===== src/hdl/bsmt_pkg.sv =====
package bsmt_pkg;

   localparam int ELEM_W = 32;
   localparam int REQ_W  = 2;
   localparam int CNT_W  = 5;

   typedef enum logic [REQ_W-1:0] {
      REQ_ADD    = 2'd0,
      REQ_REMOVE = 2'd1,
      REQ_QUERY  = 2'd2,
      REQ_SPARE  = 2'd3
   } req_code_type;

   typedef enum logic [2:0] {
      ST_IDLE,
      ST_SCAN,
      ST_DRAIN,
      ST_FINAL,
      ST_RESP
   } state_type;

endpackage


===== src/hdl/bsmt_ram.sv =====
module bsmt_ram #(
   parameter int WIDTH = 32,
   parameter int DEPTH = 16
) (
   input  logic                                 clock,
   input  logic                                 wr_en,
   input  logic [(DEPTH > 1 ? $clog2(DEPTH) : 1)-1:0] wr_addr,
   input  logic [WIDTH-1:0]                     wr_data,
   input  logic                                 rd_en,
   input  logic [(DEPTH > 1 ? $clog2(DEPTH) : 1)-1:0] rd_addr,
   output logic [WIDTH-1:0]                     rd_data
);

   logic [WIDTH-1:0] mem_ff [DEPTH];
   logic [WIDTH-1:0] rd_data_ff;

   always_ff @(posedge clock) begin
      if (wr_en) begin
         mem_ff[wr_addr] <= wr_data;
      end
      if (rd_en) begin
         rd_data_ff <= mem_ff[rd_addr];
      end
   end

   assign rd_data = rd_data_ff;

endmodule


===== src/hdl/bounded_set_membership_table.sv =====
// Bounded set of distinct signed 32-bit integers held in CAPACITY slots.
// Each item adds, removes or looks up one element (code 3 acts as a lookup);
// the result says whether the element was there before, whether an add of a
// new element was dropped because every slot was used, and gives the count,
// an empty flag and the signed minimum and maximum after the item (both zero
// when the set is empty). An item passes through the scan, drain and final
// states from acceptance to a valid result: the value table has one read
// port and is scanned one slot per cycle through a single match and
// min/max compare stage, followed by a drain state for the last read and a
// final state that updates the table. req_ready is low from acceptance
// until the result is taken; the result stays on the rsp_ ports until
// rsp_ready, so a new item is accepted only after the last result is taken.
// The table comes up empty after reset with no clearing pass.
module bounded_set_membership_table #(
   parameter int CAPACITY = 16
) (
   input  logic                               clock,
   input  logic                               reset,
   input  logic                               req_valid,
   output logic                               req_ready,
   input  logic [bsmt_pkg::REQ_W-1:0]         req_type,
   input  logic signed [bsmt_pkg::ELEM_W-1:0] req_element,
   output logic                               rsp_valid,
   input  logic                               rsp_ready,
   output logic                               rsp_was_present,
   output logic                               rsp_dropped_full,
   output logic [bsmt_pkg::CNT_W-1:0]         rsp_member_count,
   output logic                               rsp_set_empty,
   output logic signed [bsmt_pkg::ELEM_W-1:0] rsp_min_element,
   output logic signed [bsmt_pkg::ELEM_W-1:0] rsp_max_element
);

   import bsmt_pkg::*;

   localparam int IW = (CAPACITY > 1) ? $clog2(CAPACITY) : 1;
   localparam int CW = $clog2(CAPACITY + 1);
   localparam logic [IW-1:0] LAST_IDX = IW'(CAPACITY - 1);

   state_type state_ff, state_in;

   logic [CAPACITY-1:0]      valid_ff, valid_in;
   req_code_type             code_ff, code_in;
   logic signed [ELEM_W-1:0] elem_ff, elem_in;

   logic [IW-1:0] scan_idx_ff, scan_idx_in;
   logic          chk_vld_ff, chk_vld_in;
   logic [IW-1:0] chk_idx_ff, chk_idx_in;

   logic                     match_ff, match_in;
   logic [IW-1:0]            match_idx_ff, match_idx_in;
   logic                     free_ff, free_in;
   logic [IW-1:0]            free_idx_ff, free_idx_in;
   logic [CW-1:0]            cnt_ff, cnt_in;
   logic signed [ELEM_W-1:0] lo_ff, lo_in;
   logic signed [ELEM_W-1:0] hi_ff, hi_in;

   logic                     was_present_ff, was_present_in;
   logic                     dropped_ff, dropped_in;
   logic [CNT_W-1:0]         count_out_ff, count_out_in;
   logic                     empty_ff, empty_in;
   logic signed [ELEM_W-1:0] min_out_ff, min_out_in;
   logic signed [ELEM_W-1:0] max_out_ff, max_out_in;

   logic                     ram_wr_en;
   logic [IW-1:0]            ram_wr_addr;
   logic                     ram_rd_en;
   logic [ELEM_W-1:0]        ram_rd_data;
   logic signed [ELEM_W-1:0] rd_value;

   logic          keep_elem;
   logic [CW-1:0] total;

   bsmt_ram #(
      .WIDTH (ELEM_W),
      .DEPTH (CAPACITY)
   ) u_values (
      .clock   (clock),
      .wr_en   (ram_wr_en),
      .wr_addr (ram_wr_addr),
      .wr_data (elem_ff),
      .rd_en   (ram_rd_en),
      .rd_addr (scan_idx_ff),
      .rd_data (ram_rd_data)
   );

   assign rd_value = signed'(ram_rd_data);

   always_ff @(posedge clock) begin
      if (reset) begin
         state_ff   <= ST_IDLE;
         valid_ff   <= '0;
         chk_vld_ff <= 1'b0;
      end else begin
         state_ff   <= state_in;
         valid_ff   <= valid_in;
         chk_vld_ff <= chk_vld_in;
      end
   end

   always_ff @(posedge clock) begin
      code_ff        <= code_in;
      elem_ff        <= elem_in;
      scan_idx_ff    <= scan_idx_in;
      chk_idx_ff     <= chk_idx_in;
      match_ff       <= match_in;
      match_idx_ff   <= match_idx_in;
      free_ff        <= free_in;
      free_idx_ff    <= free_idx_in;
      cnt_ff         <= cnt_in;
      lo_ff          <= lo_in;
      hi_ff          <= hi_in;
      was_present_ff <= was_present_in;
      dropped_ff     <= dropped_in;
      count_out_ff   <= count_out_in;
      empty_ff       <= empty_in;
      min_out_ff     <= min_out_in;
      max_out_ff     <= max_out_in;
   end

   always_comb begin
      state_in       = state_ff;
      valid_in       = valid_ff;
      code_in        = code_ff;
      elem_in        = elem_ff;
      scan_idx_in    = scan_idx_ff;
      chk_vld_in     = 1'b0;
      chk_idx_in     = scan_idx_ff;
      match_in       = match_ff;
      match_idx_in   = match_idx_ff;
      free_in        = free_ff;
      free_idx_in    = free_idx_ff;
      cnt_in         = cnt_ff;
      lo_in          = lo_ff;
      hi_in          = hi_ff;
      was_present_in = was_present_ff;
      dropped_in     = dropped_ff;
      count_out_in   = count_out_ff;
      empty_in       = empty_ff;
      min_out_in     = min_out_ff;
      max_out_in     = max_out_ff;
      ram_wr_en      = 1'b0;
      ram_wr_addr    = free_idx_ff;
      ram_rd_en      = 1'b0;
      req_ready      = 1'b0;
      rsp_valid      = 1'b0;
      keep_elem      = 1'b0;
      total          = cnt_ff;

      // one slot checked per cycle, in the cycle after its read
      if (chk_vld_ff) begin
         if (valid_ff[chk_idx_ff]) begin
            if (rd_value == elem_ff) begin
               match_in     = 1'b1;
               match_idx_in = chk_idx_ff;
            end else begin
               cnt_in = cnt_ff + 1'b1;
               if (cnt_ff == '0) begin
                  lo_in = rd_value;
                  hi_in = rd_value;
               end else begin
                  if (rd_value < lo_ff) lo_in = rd_value;
                  if (rd_value > hi_ff) hi_in = rd_value;
               end
            end
         end else if (!free_ff) begin
            free_in     = 1'b1;
            free_idx_in = chk_idx_ff;
         end
      end

      unique case (state_ff)
         ST_IDLE: begin
            req_ready = 1'b1;
            if (req_valid) begin
               code_in     = req_code_type'(req_type);
               elem_in     = req_element;
               scan_idx_in = '0;
               match_in    = 1'b0;
               free_in     = 1'b0;
               cnt_in      = '0;
               lo_in       = '0;
               hi_in       = '0;
               state_in    = ST_SCAN;
            end
         end
         ST_SCAN: begin
            ram_rd_en  = 1'b1;
            chk_vld_in = 1'b1;
            if (scan_idx_ff == LAST_IDX) begin
               state_in = ST_DRAIN;
            end else begin
               scan_idx_in = scan_idx_ff + 1'b1;
            end
         end
         ST_DRAIN: begin
            state_in = ST_FINAL;
         end
         ST_FINAL: begin
            // element is in the set afterward unless removed or never added
            if (match_ff) begin
               keep_elem = (code_ff != REQ_REMOVE);
            end else begin
               keep_elem = (code_ff == REQ_ADD) && free_ff;
            end
            total = cnt_ff + CW'(keep_elem);
            if (code_ff == REQ_ADD && !match_ff && free_ff) begin
               ram_wr_en             = 1'b1;
               valid_in[free_idx_ff] = 1'b1;
            end
            if (code_ff == REQ_REMOVE && match_ff) begin
               valid_in[match_idx_ff] = 1'b0;
            end
            was_present_in = match_ff;
            dropped_in     = (code_ff == REQ_ADD) && !match_ff && !free_ff;
            count_out_in   = CNT_W'(total);
            empty_in       = (total == '0);
            min_out_in     = lo_ff;
            max_out_in     = hi_ff;
            if (keep_elem && (cnt_ff == '0 || elem_ff < lo_ff)) min_out_in = elem_ff;
            if (keep_elem && (cnt_ff == '0 || elem_ff > hi_ff)) max_out_in = elem_ff;
            state_in = ST_RESP;
         end
         ST_RESP: begin
            rsp_valid = 1'b1;
            if (rsp_ready) begin
               state_in = ST_IDLE;
            end
         end
         default: begin
            state_in = ST_IDLE;
         end
      endcase
   end

   assign rsp_was_present  = was_present_ff;
   assign rsp_dropped_full = dropped_ff;
   assign rsp_member_count = count_out_ff;
   assign rsp_set_empty    = empty_ff;
   assign rsp_min_element  = min_out_ff;
   assign rsp_max_element  = max_out_ff;

endmodule


===== config.mk =====
export PLATFORM = sky130hd
export DESIGN_NAME = bounded_set_membership_table
export DESIGN_NICKNAME = d
export VERILOG_FILES = /design/src/hdl/bsmt_pkg.sv /design/src/hdl/bsmt_ram.sv /design/src/hdl/bounded_set_membership_table.sv
export SDC_FILE = /design/constraint.sdc
export NUM_CORES = 1
export LEC_CHECK = 0
export BUFFER_PORTS_ARGS = -buffer_cell sky130_fd_sc_hd__buf_2
export CAP_MARGIN = 30
export CELL_PAD_IN_SITES_DETAIL_PLACEMENT = 1
export CELL_PAD_IN_SITES_GLOBAL_PLACEMENT = 2
export CORE_MARGIN = 1.5
export CORE_UTILIZATION = 40
export DETAILED_ROUTE_END_ITERATION = 10
export GPL_TIMING_DRIVEN = 1
export PLACE_DENSITY = 0.68
export SYNTH_ARGS = -nofsm -noshare
export SYNTH_HDL_FRONTEND = slang
export SYNTH_SLANG_ARGS = --single-unit

===== constraint.sdc =====
create_clock -name clock -period 8.3 [get_ports clock]
set_clock_uncertainty 0.15 [all_clocks]
set_input_delay 1.66 -clock clock [delete_from_list [all_inputs] [get_ports clock]]
set_output_delay 1.66 -clock clock [all_outputs]
set_load 0.02 [all_outputs]

# --- Yosys cells after proc, flatten, opt, wreduce, memory -nomap -nowiden ---
# Memories as Yosys holds them, arrays and structs flattened. A register that Yosys moved wholly into a read port is not among the register bits.
# Cells that the tools add are included.
word_totals:
  register_bits: 213
  ram_bits: 512
  in_bits: 38
  out_inout_bits: 74
  wordCells: 128
  mem_count: 1
memory_table:
  columns: ["memory", "depth", "width", "read_ports", "rd_clocked_by_memory_dff", "wr", "line_no", "text"]
  rows:
  - ["u_values.mem_ff", 16, 32, 1, 1, 1, "bsmt_ram.sv:14", "logic [WIDTH-1:0] mem_ff [DEPTH];"]
op_classes:
  addsub: 3
  order_cmp: 9
  eq_ne: 12
  muxes: 55
  n_bitwise: 5
  reduce_logical: 23
ops:
  columns: ["op", "n"]
  rows:
  - ["$mux W32", 16]
  - ["$gt A32 B32 Y1", 2]
  - ["$lt A32 B32 Y1", 2]
  - ["$mux W16", 3]
  - ["$eq A32 B32 Y1", 1]
  - ["$mux W5", 5]
  - ["$mux W1", 21]
  - ["$and A16 B16 Y16", 1]
  - ["$not A16 Y16", 1]
  - ["$or A16 B16 Y16", 1]
  - ["$lt A4 B5 Y1 const B", 3]
  - ["$pmux W3 S5", 1]
  - ["$reduce_and A3 Y1", 4]
  - ["$logic_not A5 Y1", 2]
  - ["$logic_and A1 B1 Y1", 9]
  - ["$mux W3", 3]
  - ["$demux W1 S4", 2]
  - ["$ge A4 B1 Y1 const B", 2]
  - ["$mux W4", 2]
  - ["$ne A2 B2 Y1 const B", 4]
  - ["$pmux W4 S2", 1]
  - ["$eq A3 B2 Y1 const B", 2]
  - ["$add A5 B1 Y5", 1]
  - ["$add A5 B1 Y5 const B", 1]
  - ["14 further kinds", 17]

# --- Logic depth before layout (Yosys ltp) ---
# Gate-level depths: netlist of the first run.
depth:
  ltp_word: 9
  depth_mapped: 12

# --- Cells and area by module ---
# Synthesis of the first run repeated with hierarchy kept, for this count alone.
hier_totals:
  hier_cells: 2366
  area_unflattened_um2: 34496.8
modules_own_cells:
  columns: ["mod", "n_inst", "cells_each", "area_each_um2", "seq_area_each_um2"]
  rows:
  - ["bsmt_ram", 1, 838, 20155.6, 16335.7]
  - ["bounded_set_membership_table", 1, 1528, 14341.3, 5445.2]

# --- Least setup slack after synthesis of the first run ---
# No wires, ideal clock.
synth_timing:
  path_kind: "reg-to-reg"
  startpoint: "register state_ff[0]"
  endpoint: "memory u_values.mem_ff[0][0] (enable)"
  setup_ps: 463
  arrival_ps: 5869
  required_time_ps: 7687
  setup_slack_ps: 1817
  stages_incl_launch_ff: 6
  period_less_slack_ps: 6483
  path_cell_list: "dfxtp_1 and3b_1 clkbuf_1 and3_1 or3b_2 nor3_1"
synth_between:
  elab_chain_cells: 4
synth_lines:
  columns: ["item", "line_no", "text"]
  rows:
  - ["start, declared", "bounded_set_membership_table.sv:39", "state_type state_ff, state_in;"]
  - ["start signal, assigned", "bounded_set_membership_table.sv:94", "state_ff <= state_in;"]
  - ["$eq A3 B2 Y1", "bounded_set_membership_table.sv:171", "unique case (state_ff)"]
  - ["$mux W1", "bounded_set_membership_table.sv:171", null]
  - ["$mux W1", "bsmt_ram.sv:18", "if (wr_en) begin"]
  - ["$mux W1 (not written as such)", "bsmt_ram.sv:19", "mem_ff[wr_addr] <= wr_data;"]
  - ["end, declared", "bsmt_ram.sv:14", null]
# Every way passes these cells.

# --- Final worst setup path of the first run ---
layout_timing:
  startpoint: "register elem_ff[25]"
  endpoint: "register max_out_ff[31] (netlist: rsp_max_element[31]), data pin"
layout_between:
  elab_chain_cells: 4
layout_lines:
  columns: ["item", "line_no", "text"]
  rows:
  - ["start, declared", "bounded_set_membership_table.sv:43", "logic signed [ELEM_W-1:0] elem_ff, elem_in;"]
  - ["start signal, assigned", "bounded_set_membership_table.sv:102", "elem_ff <= elem_in;"]
  - ["$gt A32 B32 Y1", "bounded_set_membership_table.sv:220", "if (keep_elem && (cnt_ff == '0 || elem_ff > hi_ff)) max_out_in = elem_ff;"]
  - ["$logic_or A1 B1 Y1", "bounded_set_membership_table.sv:220", null]
  - ["$logic_and A1 B1 Y1", "bounded_set_membership_table.sv:220", null]
  - ["$mux W32", "bounded_set_membership_table.sv:220", null]
  - ["end signal, assigned", "bounded_set_membership_table.sv:117", "max_out_ff <= max_out_in;"]
  - ["end, declared", "bounded_set_membership_table.sv:62", "logic signed [ELEM_W-1:0] max_out_ff, max_out_in;"]
# Every way passes these cells.
# A chain may end at the register's enable or synchronous reset.

==> results of run 1 <==
==> registers in the layout, summed over array words and instances (netlist names) <==
name              flops
state_ff              3
match_ff              1
free_ff               1
rsp_member_count      5
chk_idx_in            4
u_values.mem_ff     512
chk_vld_ff            1
match_idx_ff          4
cnt_ff                5
chk_idx_ff            4
u_values.rd_data     32
code_ff               2
rsp_set_empty         1
rsp_dropped_full      1
valid_ff             16
hi_ff                32
rsp_was_present       1
lo_ff                32
free_idx_ff           4
rsp_max_element      32
rsp_min_element      32
elem_ff              32
==> worst max-delay path, stage by stage (launching register included) <==
cell,delay (ps)
edfxtp_1,680
ha_1,440
nand4_1,190
nor4_1,890
o32a_1,370
a211oi_1,90
and4b_1,250
o31ai_4,830
buf_4,540
mux2_2,390
==> logic make-up after synthesis <==
group / after synthesis
AOI/OAI and AO/OA: 260
buffers and inverters: 192
xor gates and xnor gates: 41
and+or+nand+nor: 329
muxes: 199
adders and majority gates: 131
DFF: 757
==> final cells by class <==
class / instances / area, um2
Clock buffer: 105 / 2210
Clock inverter: 44 / 527
Fill cell: 7630 / 42400
Inverter: 104 / 393
Multi-Input combinational cell: 960 / 9780
Sequential cell: 757 / 21800
Tap cell: 1050 / 1310
Timing Repair Buffer: 164 / 1010
==> metal layers <==
metal  global-route usage  wire length [um]  share of wire
met1                0.322             41200           0.44
met2                0.365             43900           0.47
met3               0.0411              5960          0.064
met4               0.0641              2110          0.023
met5              0.00523                71        0.00076
==> through the flow <==
stage	cell area (um2)	util	setup slack (ps)
6_report	37000	0.466	3190
5_1_grt	37000	0.466	3160
4_1_cts	37000	0.466	3270
3_5_place_dp	34300	0.432	3300
3_3_place_gp	34200	0.431	3380
2_1_floorplan	32200	-	1820
==> how the worst max path moves through the flow <==
stage | from | endpoint | slack [ps] | cells after the start
floorplan | state_ff[0] | u_values.mem_ff[0][0] | 1820 | 5
global placement | elem_ff[25] | rsp_max_element[0] | 3380 | 9
detailed placement | elem_ff[25] | rsp_max_element[31] | 3300 | 9
CTS | elem_ff[25] | rsp_max_element[31] | 3270 | 9
global route | elem_ff[25] | rsp_max_element[0] | 3160 | 9
finish | elem_ff[25] | rsp_max_element[31] | 3190 | 9
==> cells in the final DEF, fill, tap and decap left out, types with 5 or more instances in the layout <==
master      netlist  layout
nand3_1          79      79
and3_1            7       7
buf_4             3      48
a211oi_1         22      22
xor2_1            5       5
nor4_1            7       7
clkbuf_16         0      83
nand2_1          66      65
buf_2             9     112
a21oi_1          45      45
a211o_1          33      33
a22o_1           32      32
nand4_1          35      35
clkbuf_1         50      17
nor2_1           63      51
clkinv_2          0      13
mux4_2          161     161
inv_1           104     103
o21a_1            5       5
edfxtp_1        662     662
mux2i_1          32      32
xnor2_1          36      36
dfxtp_1          95      95
bufinv_16         0      11
ha_1            131     131
clkinv_1          0      11
clkbuf_8          0       5
o31ai_2          29      28
nor3_1           41      37
clkinvlp_4        0       5
a21o_1           17      17
nor2_4            0      12
o21ai_0          53      53
==> power by group <==
part	switching (mW)	leakage, nW	internal (mW)	total [mW]
registers	0.0909	6.77	4.20	4.29
logic	0.406	4.40	0.332	0.738
clock network	1.50	1.33	2.23	3.73
total	2.00	12.5	6.76	8.76
==> flow_summary.yaml, run 1 <==
status:
  status: "finished, final reports clean"
setup_path:
  path_max_fanout: 21
  r2r-end: "rsp_max_element[31]"
  arrival_ps: 5320
  cp-end-kind: "flip-flop"
  r2r_cells: 9
  regToRegStartpoint: "elem_ff[25]"
  crit_type: "reg -> reg"
  start_kind: "flip-flop"
  r2r_slack_ps: 3190
  crit_required_ps: 8510
timing:
  maxSlewHeadroom: 0.321
  fin_crit_ps: 5110
  final_max_slew_viol_count: 0
  rsz0062_at_grt: "no"
  timing.fmax_mhz: 196
  holdWs_ps: 326
  fin_setup_tns_ps: 0
  fin_crit_sh: 0.615
  setup_viol: 0
  worstMarginPinSlew_ps: 1020
  finalHoldViolCount: 0
global_routing:
  grt_pass1_vias: 19400
  globalRouteOverflowTotal: 0
  grt_pass1_wl_mm: 135
  grt_max_degree: 132
  gr-usage-all-layers: 0.229
  antenna_found_initial: 1
synthesis:
  synthXorXnorAreaFrac: 0.0111
  synth-simple-area-share: 0.0504
  async_flop_share: 0
  syn_area_um2: 32200
  synth.distinct_cells: 59
  synth_top_flop_cell: "edfxtp_1"
  yosysSeqAreaShare: 0.676
  synth_top_family_by_area: "multiplexers"
  yosys.area_share.adder: 0.0509
  synth.area.top_cells: "edfxtp_1, mux4_2, dfxtp_1, ha_1, nand3_1"
  post-synth-top-count-cell: "edfxtp_1"
  synth_edf_count: 662
  synth_top_cell_area_share: 0.617
  synth_compound_area_frac: 0.0602
  synthTopCellsByCount: "edfxtp_1, mux4_2, ha_1, inv_1, dfxtp_1"
  synth_fp_nets: 2078
  synthCells: 1909
  synth_area_per_cell_um2: 16.9
  synthMuxAreaShare: 0.126
  yosys_warnings: 0
  ys_seq_elements: 757
  yosysTopAreaCell: "edfxtp_1"
place:
  dpl.hpwl_mm: 56.1
  dp.cells: 3035
  place.gp.congestion: 0.816
  port_buffers: 111
flow_run:
  cap_violations: 0
route:
  drt-total-wl_mm: 93.2
  wl_per_cell_um: 29.3
  firstDrtPassIters: 5
  drc: 0
  drt-initial-drc-count: 1588
  ant_nets: 0
  drt-vias-per-instance: 5.77
  num_vias: 18400
clock_tree:
  tritoncts: "done"
  clkTransAtPathRegs_ps: 60
  clk_latency_ps: 630
  cts_resized: 0
  cts_made_buffers: 82
  clock_path_buffers: 3
  clock-root-buffer: "clkbuf_16"
  postCtsSetupBuffers: 0
  clock_sinks: 757
  h-tree-depth: 3
  cts_hold_repair.buffers: 0
power:
  vdd_drop_max_v: 0.000135
  power_mw: 8.76
  p_leak_nw: 12.5
  powerDensity_nw_per_um2: 237
floorplanning:
  core_um2: 79400
  initial_core_util: 0.406
  std_cell_rows: 103
  die_w_um: 287
  die_y_um: 287
  num_io_pins: 112
  die-area_um2: 82200
worst_hold_path:
  min_from: "hi_ff[9]"
  worstHoldEndpoint: "hi_ff[9]"
  hold_class: "reg -> reg"
  whs_path_depth: 2
cells_and_area:
  area_delta_synth_final_pct: 14.9
  drive_gt1_frac: 0.237
  fin_nets: 2238
  diodes: 0
  stdcell_count: 3184
No activity file was read; power rests on OpenSTA's default activity.
==> run 2, diff against run 1 <==
==> constraint.sdc (replaced) <==
create_clock -name clock -period 5.2 [get_ports clock]
set_clock_uncertainty 0.15 [all_clocks]
set_input_delay 1.04 -clock clock [delete_from_list [all_inputs] [get_ports clock]]
set_output_delay 1.04 -clock clock [all_outputs]
set_load 0.02 [all_outputs]
==> run 2 against run 1 <==
Die area stayed put. Count of clock-buffer cells in the layout fell by 2. Routed wire length grew 0.80%. Hold slack got worse by 14 ps. Setup slack worse by 2100 ps. Critical path depth grew 1. First-iteration DRC count is 0.13% lower.
==> flow_summary.yaml, run 2 (synthesized netlist as in run 1, its figures left out) <==
setup_path:
  crit_family: "simple AND/OR/NAND/NOR gates"
  cp-end-kind: "flip-flop"
  cp_slowest_cell: "and4b_2"
  path_max_fanout: 42
  crit_required_ps: 5580
  max_stage_delay_ps: 750
  start_kind: "flip-flop"
  worst-path-buf-inv: 1
  crit_chain: "ha_1 -> nand4_1 -> nor4_1 -> a221oi_1 -> o211ai_1 -> nor3_1 -> and4b_2 -> buf_12 -> nand3_1 -> o31ai_2"
  arrival_ps: 4460
  crit_type: "reg -> reg"
status:
  status: "finished, final reports clean"
cells_and_area:
  final_area_um2: 37200
  multiInputGateArea_um2: 9800
  layout_common_cells: "edfxtp_1, mux4_2, ha_1"
  area_delta_synth_final_pct: 15.4
  fillers: 7601
  fin_nets: 2241
  drive_gt1_frac: 0.240
  largest_register: "u_values.mem_ff"
  register_area_um2: 21800
  final_common_cell: "edfxtp_1"
  largest_reg_flops: 512
timing:
  fin_setup_tns_ps: 0
  worst_slack_ps: 1130
  worstMarginPinSlew_ps: 1040
  rsz0062_at_grt: "no"
  setup_viol: 0
  fin_crit_ps: 4070
  final_max_slew_viol_count: 0
  maxSlewHeadroom: 0.307
  timing.fmax_mhz: 245
  fin_crit_sh: 0.784
  finalHoldViolCount: 0
  holdWs_ps: 313
clock_tree:
  clk_latency_ps: 630
  h-tree-depth: 3
  cts_hold_repair.buffers: 0
  clkTransAtPathRegs_ps: 60
  clock_sinks: 757
  clock_path_buffers: 3
  tritoncts: "done"
  clock-root-buffer: "clkbuf_16"
  cts_made_buffers: 83
  postCtsSetupBuffers: 0
  cts_resized: 0
floorplanning:
  die_y_um: 287
  core_um2: 79400
  initial_core_util: 0.406
  num_io_pins: 112
  std_cell_rows: 103
  die_w_um: 287
  die-area_um2: 82200
global_routing:
  globalRouteOverflowTotal: 0
  antenna_found_initial: 4
  grt_max_degree: 99
  grt_pass1_wl_mm: 137
  gr-usage-all-layers: 0.232
  grt_pass1_vias: 19500
route:
  firstDrtPassIters: 5
  drt-vias-per-instance: 5.77
  drt-initial-drc-count: 1586
  num_vias: 18400
  drc: 0
  drt-total-wl_mm: 93.9
  ant_nets: 0
  wl_per_cell_um: 29.4
power:
  p_leak_nw: 12.6
  p_sw_mw: 3.26
  intPower_mw: 10.9
  combPwrFrac: 0.083
  p_clk_frac: 0.433
  seqPwrFrac: 0.485
  vdd_drop_max_v: 0.000279
  swShare: 0.230
  powerDensity_nw_per_um2: 381
place:
  placed_area_um2: 34300
  place_ws_ps: 1180
  place.gp.congestion: 0.841
  dpl.hpwl_mm: 58.7
  port_buffers: 111
worst_hold_path:
  hold_class: "reg -> reg"
flow_run:
  cap_violations: 0
run 2: changes by cell type in the layout (fill, tap and decap cells not counted), sizes merged:
cell      delta
diode        +1
clkbuf       -2
bufinv       +1
buf          +2
clkinvlp     -4
clkinv       +7
inv          +2
run 2: path summary, 6_finish.rpt:
path / to / cells after the start / slack (ps) / from
worst max-delay path: lo_ff[13] / 10 / 1130 / u_values.rd_data[31]
worst min-delay path: valid_ff[13] / 1 / 310 / valid_ff[13]
worst max register to register: lo_ff[13] / 10 / 1130 / u_values.rd_data[31]
worst min register to register: valid_ff[13] / 1 / 310 / valid_ff[13]
run 2: area by class of cell:
type / instances / share of cell area
multi-input cells: 960 / 0.264
repair buffers: 166 / 0.0284
well taps: 1050 / 0.0353
clock buffers: 103 / 0.0604
clock inverters: 50 / 0.0159
flip-flops and latches: 757 / 0.586
diodes: 1 / 0.0000673
inverters: 104 / 0.0106
run 2: through the flow:
stage	instances	utilization	total power, mW
2_1_floorplan	1909	-	7.72
3_3_place_gp	3034	0.432	8.14
3_5_place_dp	3037	0.433	8.17
4_1_cts	3190	0.468	14.3
5_1_grt	3190	0.468	14.6
6_report	3191	0.468	14.2
run 2: per-layer routing:
metal	GRT usage	vias up	share of wire
met4	0.0653	0	0.024
li1	-	7962	-
met3	0.0363	129	0.055
met1	0.324	9780	0.44
met2	0.378	530	0.48
met5	0	-	0
run 2: power groups by stage:
| stage | Clock, mW | Sequential, mW | Combinational (mW) |
|---|---|---|---|
| floorplan | 0 | 6.92 | 0.797 |
| detailed placement | 0 | 6.99 | 1.18 |
| CTS | 6.24 | 6.86 | 1.19 |
| global placement | 0 | 6.98 | 1.15 |
| global route | 6.43 | 6.88 | 1.27 |
| finish | 6.13 | 6.86 | 1.17 |
==> run 3, diff against run 2 <==
==> constraint.sdc (replaced) <==
create_clock -name clock -period 3.9 [get_ports clock]
set_clock_uncertainty 0.15 [all_clocks]
set_input_delay 0.78 -clock clock [delete_from_list [all_inputs] [get_ports clock]]
set_output_delay 0.78 -clock clock [all_outputs]
set_load 0.02 [all_outputs]
==> run 3 against run 2 <==
Cell count up 1.3%. Combinational power up 44%. Power up 29%. Non-clock buffer count up 43. Global-route usage down 0.62 points. Critical endpoint is now rsp_min_element[4]. Cell area up 0.65%. Hold slack worse by 140 ps. Sequential power up 33%. Sequential share of layout area down 0.38 points. Critical path depth unchanged. Critical path type unchanged. First-iteration DRC count down 5.2%.
==> flow_summary.yaml, run 3 (synthesized netlist as in run 1, its figures left out) <==
status:
  status: "finished, final reports clean"
clock_tree:
  clock_sinks: 757
  tritoncts: "done"
  clkTransAtPathRegs_ps: 60
  clk_latency_ps: 630
  cts_made_buffers: 83
  cts_resized: 0
  clock-root-buffer: "clkbuf_16"
  clock_path_buffers: 3
  h-tree-depth: 3
  postCtsSetupBuffers: 0
  cts_hold_repair.buffers: 0
power:
  p_sw_mw: 4.32
  power_mw: 18.3
  p_leak_nw: 12.7
  intPower_mw: 14.0
  seqPwrFrac: 0.497
  swShare: 0.236
  vdd_drop_max_v: 0.000380
  p_clk_frac: 0.411
  powerDensity_nw_per_um2: 490
  combPwrFrac: 0.092
route:
  drt-total-wl_mm: 91.7
  num_vias: 18500
  drt-vias-per-instance: 5.72
  drc: 0
  firstDrtPassIters: 5
  ant_nets: 0
  drt-initial-drc-count: 1503
  wl_per_cell_um: 28.4
floorplanning:
  core_um2: 79400
  num_io_pins: 112
  initial_core_util: 0.406
  die_w_um: 287
  std_cell_rows: 103
  die_y_um: 287
  die-area_um2: 82200
setup_path:
  regToRegStartpoint: "lo_ff[23]"
  r2r-end: "rsp_min_element[4]"
  crit_chain: "inv_1 -> ha_1 -> nand4_1 -> or2_2 -> or4_1 -> a21o_1 -> nand3_1 -> buf_4 -> nor3_1 -> a211o_1"
  r2r_slack_ps: 370
  cp-end-kind: "flip-flop"
  r2r_cells: 10
  cp_slowest_cell: "or4_1"
  worst-path-buf-inv: 2
  start_kind: "flip-flop"
  crit_required_ps: 4130
  crit_type: "reg -> reg"
  arrival_ps: 3750
  crit_family: "simple AND/OR/NAND/NOR gates"
  max_stage_delay_ps: 560
  path_max_fanout: 21
cells_and_area:
  largest_reg_flops: 512
  fin_nets: 2284
  layout_common_cells: "edfxtp_1, mux4_2, ha_1"
  drive_gt1_frac: 0.249
  final_common_cell: "edfxtp_1"
  largest_register: "u_values.mem_ff"
  area_delta_synth_final_pct: 16.2
  diodes: 0
worst_hold_path:
  worstHoldEndpoint: "elem_ff[30]"
  hold_class: "in -> reg"
  whs_path_depth: 1
  min_from: "req_element[30]"
timing:
  rsz0062_at_grt: "no"
  finalHoldViolCount: 0
  worst_slack_ps: 375
  setup_viol: 0
  fin_crit_sh: 0.904
  timing.fmax_mhz: 284
  final_max_slew_viol_count: 0
  worstMarginPinSlew_ps: 918
  maxSlewHeadroom: 0.388
  fin_setup_tns_ps: 0
  fin_crit_ps: 3530
global_routing:
  grt_max_degree: 70
  grt_pass1_vias: 19400
  grt_pass1_wl_mm: 134
  gr-usage-all-layers: 0.226
  antenna_found_initial: 8
  globalRouteOverflowTotal: 0
place:
  place.gp.congestion: 0.834
  port_buffers: 111
  dpl.hpwl_mm: 59.8
  place_ws_ps: 403
flow_run:
  cap_violations: 0
==> run 3: cell types whose count changed in the layout (fill, tap and decap cells not counted), sizes merged <==
cell	change
clkinv	-4
clkbuf	+9
bufinv	-8
buf	+43
clkinvlp	+1
diode	-1
==> run 3: final cells by class <==
type,instances,area (um2)
tap,1050,1310
sequential,757,21800
multi-input combinational,960,9810
timing repair buffer,209,1550
clock buffer,112,2250
clock inverter,39,328
fill,7653,42000
inverter,104,393
==> run 3: per-layer routing <==
layer	routed length, um	global-route usage	vias up
met5	26	0	-
met4	1570	0.0546	4
met3	4680	0.0321	105
met2	44400	0.371	506
met1	41000	0.318	9811
li1	-	-	8042
==> run 3: worst reg2reg max path, stage by stage, from the launching register on <==
cell     delay, ps
dfxtp_1        360
inv_1          100
ha_1           360
nand4_1        200
or2_2          410
or4_1          560
a21o_1         230
nand3_1        140
buf_4          350
nor3_1         140
a211o_1        280
==> run 3: worst max-delay path by stage <==
stage,from,cells past startpoint,end,slack [ps]
floorplan,state_ff[0],5,u_values.mem_ff[4][0],-500
global placement,lo_ff[23],10,rsp_min_element[4],410
detailed placement,lo_ff[23],10,rsp_min_element[4],400
CTS,lo_ff[23],10,rsp_min_element[13],380
global route,lo_ff[23],10,rsp_min_element[4],220
finish,lo_ff[23],10,rsp_min_element[4],370
==> run 3: power groups by stage <==
stage	logic, mW	registers, mW	clock network [mW]
3_5_place_dp	1.70	9.28	0
6_report	1.68	9.11	7.54
3_3_place_gp	1.66	9.28	0
2_1_floorplan	1.06	9.23	0
5_1_grt	1.83	9.11	7.96
4_1_cts	1.71	9.11	7.69
==> run 3: stage by stage <==
stage	area (um2)	instances	util	hold WS [ps]
after floorplan	32300	1909	-	196
after global placement	34800	3079	0.439	292
after detailed placement	34800	3079	0.439	291
after CTS	37400	3230	0.471	133
after global routing	37400	3231	0.471	153
final	37400	3231	0.471	173
